File: src/design/prd_div_step.sv
// one radix-256 digit step of the divide-by-125 used to turn microseconds into milliseconds
module prd_div_step (
  input  logic [6:0] rem_i,
  input  logic [7:0] digit_i,
  output logic [6:0] rem_o,
  output logic [7:0] quot_o
);
  // 33555 = ceil(2^22 / 125), exact for every partial dividend below 32000
  localparam logic [15:0] Recip = 16'd33555;

  logic [14:0] dividend;
  logic [30:0] prod;
  logic [14:0] back;

  assign dividend = {rem_i, digit_i};
  assign prod     = 31'(dividend) * 31'(Recip);
  assign quot_o   = prod[29:22];
  assign back     = 15'(quot_o) * 15'd125;
  assign rem_o    = 7'(dividend - back);
endmodule

File: config.mk
export PLATFORM = sky130hd
export DESIGN_NAME = prd_div_step
export DESIGN_NICKNAME = d
export VERILOG_FILES = /design/src/design/prd_div_step.sv
export SDC_FILE = /design/constraint.sdc
export NUM_CORES = 1
export LEC_CHECK = 0
export BUFFER_PORTS_ARGS = -buffer_cell sky130_fd_sc_hd__buf_2
export CORE_MARGIN = 10
export CORE_UTILIZATION = 38
export DETAILED_ROUTE_END_ITERATION = 10
export GPL_TIMING_DRIVEN = 1
export PLACE_DENSITY = 0.65
export SETUP_SLACK_MARGIN = 0.3
export SLEW_MARGIN = 20
export SYNTH_ARGS = -nofsm -noshare
export SYNTH_HDL_FRONTEND = slang
export SYNTH_SLANG_ARGS = --single-unit
File: constraint.sdc
create_clock -name vclk -period 11.1
set_input_delay 2.22 -clock vclk [all_inputs]
set_output_delay 2.22 -clock vclk [all_outputs]
set_load 0.02 [all_outputs]
==> metrics.md <==
| Metric | Value |
|---|---|
| Result of the run | `finished, violations left` |
| Violated checks | `negative setup slack` |
| Post-layout minimum cycle time | `roughly 12 ns` |
| Unrepaired setup endpoints after global routing | `yes` |
| CP max stage delay | `between 0.5 and 0.6 ns` |
| Req. time, crit path | `8.88 ns` |
| Multi-input logic area | `3485 sq um` |
| Post-detailed-placement half-perimeter wirelength | `8255 um` |
| Hold-critical path depth | `4` |
| Number of violations of the max-capacitance limit | `0` |
| Worst setup path category | `in2out` |
| Most frequent cell after synthesis | `ha_1` |
| Congestion Overflow GR | `0` |
| Routed vias | `a little over 3000` |
| Vias per inst | `roughly 4.8` |
| Std cell rows | `35` |
| GP Congestion | `roughly 0.9` |
| Tightest Pin Transition | `a little over 0.4 ns` |
| Worst Setup Slack, final | `-0.5829 ns` |
| Kind of launch point of the worst setup path | `input port` |
| Fraction of post-synthesis cell area in the top cell type by area | `43.09%` |
| First-iteration detailed-routing DRC count | `180` |
| Number of buffers inserted for hold repair after clock tree synthesis | `0` |
| Max transition margin | `72.37%` |
| Final Max Slew Viols | `0` |
| Tot GR Track Use | `13.43%` |
| Post-synth cell types | `38` |
| Antenna violations before repair | `0` |
| Count of clock-net buffers in the final layout | `0` |
| Fraction of layout cells with a size suffix above 1 | `between 30% and 40%` |
| Core area | `9328 sq um` |
| Cell type of the slowest stage on the worst timing path | `fa_2` |
| Layout net count | `693` |
| # port buffers | `30` |
| Global-route wire length before repair | `16040 um` |
| Most used standard cells in the synthesized netlist | `ha_1 (126), inv_1 (99), fa_1 (42)` |
| Area growth from synthesis to layout | `33.14%` |
| Data arrival, critical path | `9.46 ns` |
| DRT Pass-1 Iters | `4` |
| Area of all placed cells without fillers | `4871 sq um` |
| Diodes inserted | `0` |
| Number of failing hold endpoints at the final stage | `0` |
| Maximum clock frequency | `0.08560 GHz` |
| Type of element capturing the critical path | `output port` |
| Post-synthesis cell type with the largest combined area | `ha_1` |
| Via count of the first global-routing pass | `3376` |
| Part of the cycle the worst path needs | `105.3%` |
| Overall die area | `13950 sq um` |
| Number of sequential cells in the layout | `0` |
| Chip Height | `about 120 um` |
| Cells after Synth | `394` |
| Synthesis Warnings | `0` |
| Mean area per synthesized cell | `between 9 and 10 sq um` |
| Initial Util | `about two fifths` |
| CP max FO | `3` |
| Per-cell routed wire length | `14.34 um` |
| Post-DRT Antenna Nets | `0` |
| Number of inserted filler cells in the final layout | `849` |
| Setup violators final | `2` |
| Largest net degree at the start of global routing | `8` |
| FF+latch area | `0 sq um` |
| Worst hold start | `rem_i[6]` |
| Area after detailed placement | `about 4600 sq um` |
| Most area-consuming cells after synthesis | `ha_1 (43%), fa_1 (23%), inv_1 (10%)` |
| Path class of the lowest-slack min-delay path | `in2out` |
| Die X-Extent | `118.1 um` |
| Sequential area share after synthesis | `0%` |
| I/O pin total | `30` |
| Post-detailed-route DRC marker count | `0` |
| Post-Synthesis Cell Area | `between 3000 and 4000 sq um` |
| Hold-critical path endpoint | `quot_o[7]` |
| Synthesized net count | `577` |
| Detailed Route WL | `9137 um` |
[critical path: cells and delay by family]
| kind | cells | cell delay, ns |
|---|---|---|
| AOI/OAI and AO/OA | 5 | 0.96 |
| xor gates and xnor gates | 4 | 0.75 |
| buffers and inverters | 9 | 0.80 |
| and+or+nand+nor | 3 | 0.49 |
| adders and majority gates | 11 | 4.26 |
[final cells by class]
| type | count | area share, % |
|---|---|---|
| inverter | 99 | 7.732 |
| tap | 129 | 3.314 |
| timing repair buffer | 117 | 17.42 |
| multi-input combinational | 292 | 71.54 |
[kinds of logic after synthesis]
| group | after synthesis | share of synthesized area [%] |
|---|---|---|
| compound gates | 50 | 9.405 |
| buf+inv | 102 | 11.08 |
| fa+ha+maj | 168 | 66.07 |
| xor+xnor | 27 | 6.840 |
| simple gates | 47 | 6.601 |
[metrics by stage]
step	worst slack (ns)	setup TNS [ns]	utilization [%]	hold WS (ns)	instances
2_1_floorplan	-0.3478	-0.3478	-	4.582	394
3_3_place_gp	-0.5745	-0.6045	49.30	4.867	627
3_5_place_dp	-0.7371	-0.8786	49.30	4.868	627
4_1_cts	-0.6365	-0.7287	51.28	4.854	633
5_1_grt	-0.8623	-1.316	52.22	4.891	637
6_report	-0.5829	-0.6393	52.22	4.860	637
[routing by layer]
layer | up-vias | part of all wire [%] | routed length [um] | GRT usage [%]
li1 | 1536 | - | - | -
met1 | 1441 | 47 | 4272 | 17.50
met2 | 61 | 48 | 4411 | 23.92
met3 | 12 | 3.4 | 307 | 0.9592
met4 | 0 | 1.6 | 144 | 2.009
met5 | - | 0 | 0 | 0
[placed cells by master, fill, tap and decap left out, types with 2 or more instances in the layout]
cell type  instances
ha_1             116
inv_1             92
buf_4             86
fa_1              37
buf_2             24
a21oi_1           15
nand2_1           13
nor2_1            13
xnor2_1           13
o21ai_0            9
ha_4               9
xor2_1             8
nand3_1            6
a21o_1             6
buf_6              6
inv_2              5
fa_2               5
nand4_1            3
nor3_1             3
xnor2_2            3
a211oi_2           2
inv_4              2
[worst max-delay path by stage]
stage | startpoint | endpoint | slack [ns] | cells past startpoint
3_3_place_gp | rem_i[5] | rem_o[6] | -0.57 | 32
5_1_grt | rem_i[5] | rem_o[6] | -0.86 | 32
3_5_place_dp | rem_i[5] | rem_o[6] | -0.74 | 32
4_1_cts | rem_i[5] | rem_o[6] | -0.64 | 32
6_report | rem_i[6] | rem_o[6] | -0.58 | 32
2_1_floorplan | rem_i[5] | rem_o[6] | -0.35 | 30
[what timing repair did]
item / CTS / global route
gates resized for setup: 33 / 10
endpoints found under the setup margin: 3 / 6
cloned: 0 / 0
pin swaps: 24 / 4
setup buffers: 6 / 4
Power is left out: the tool's default activity adds up to more than one toggle a clock period on the data nets, which glitch-free logic cannot reach.
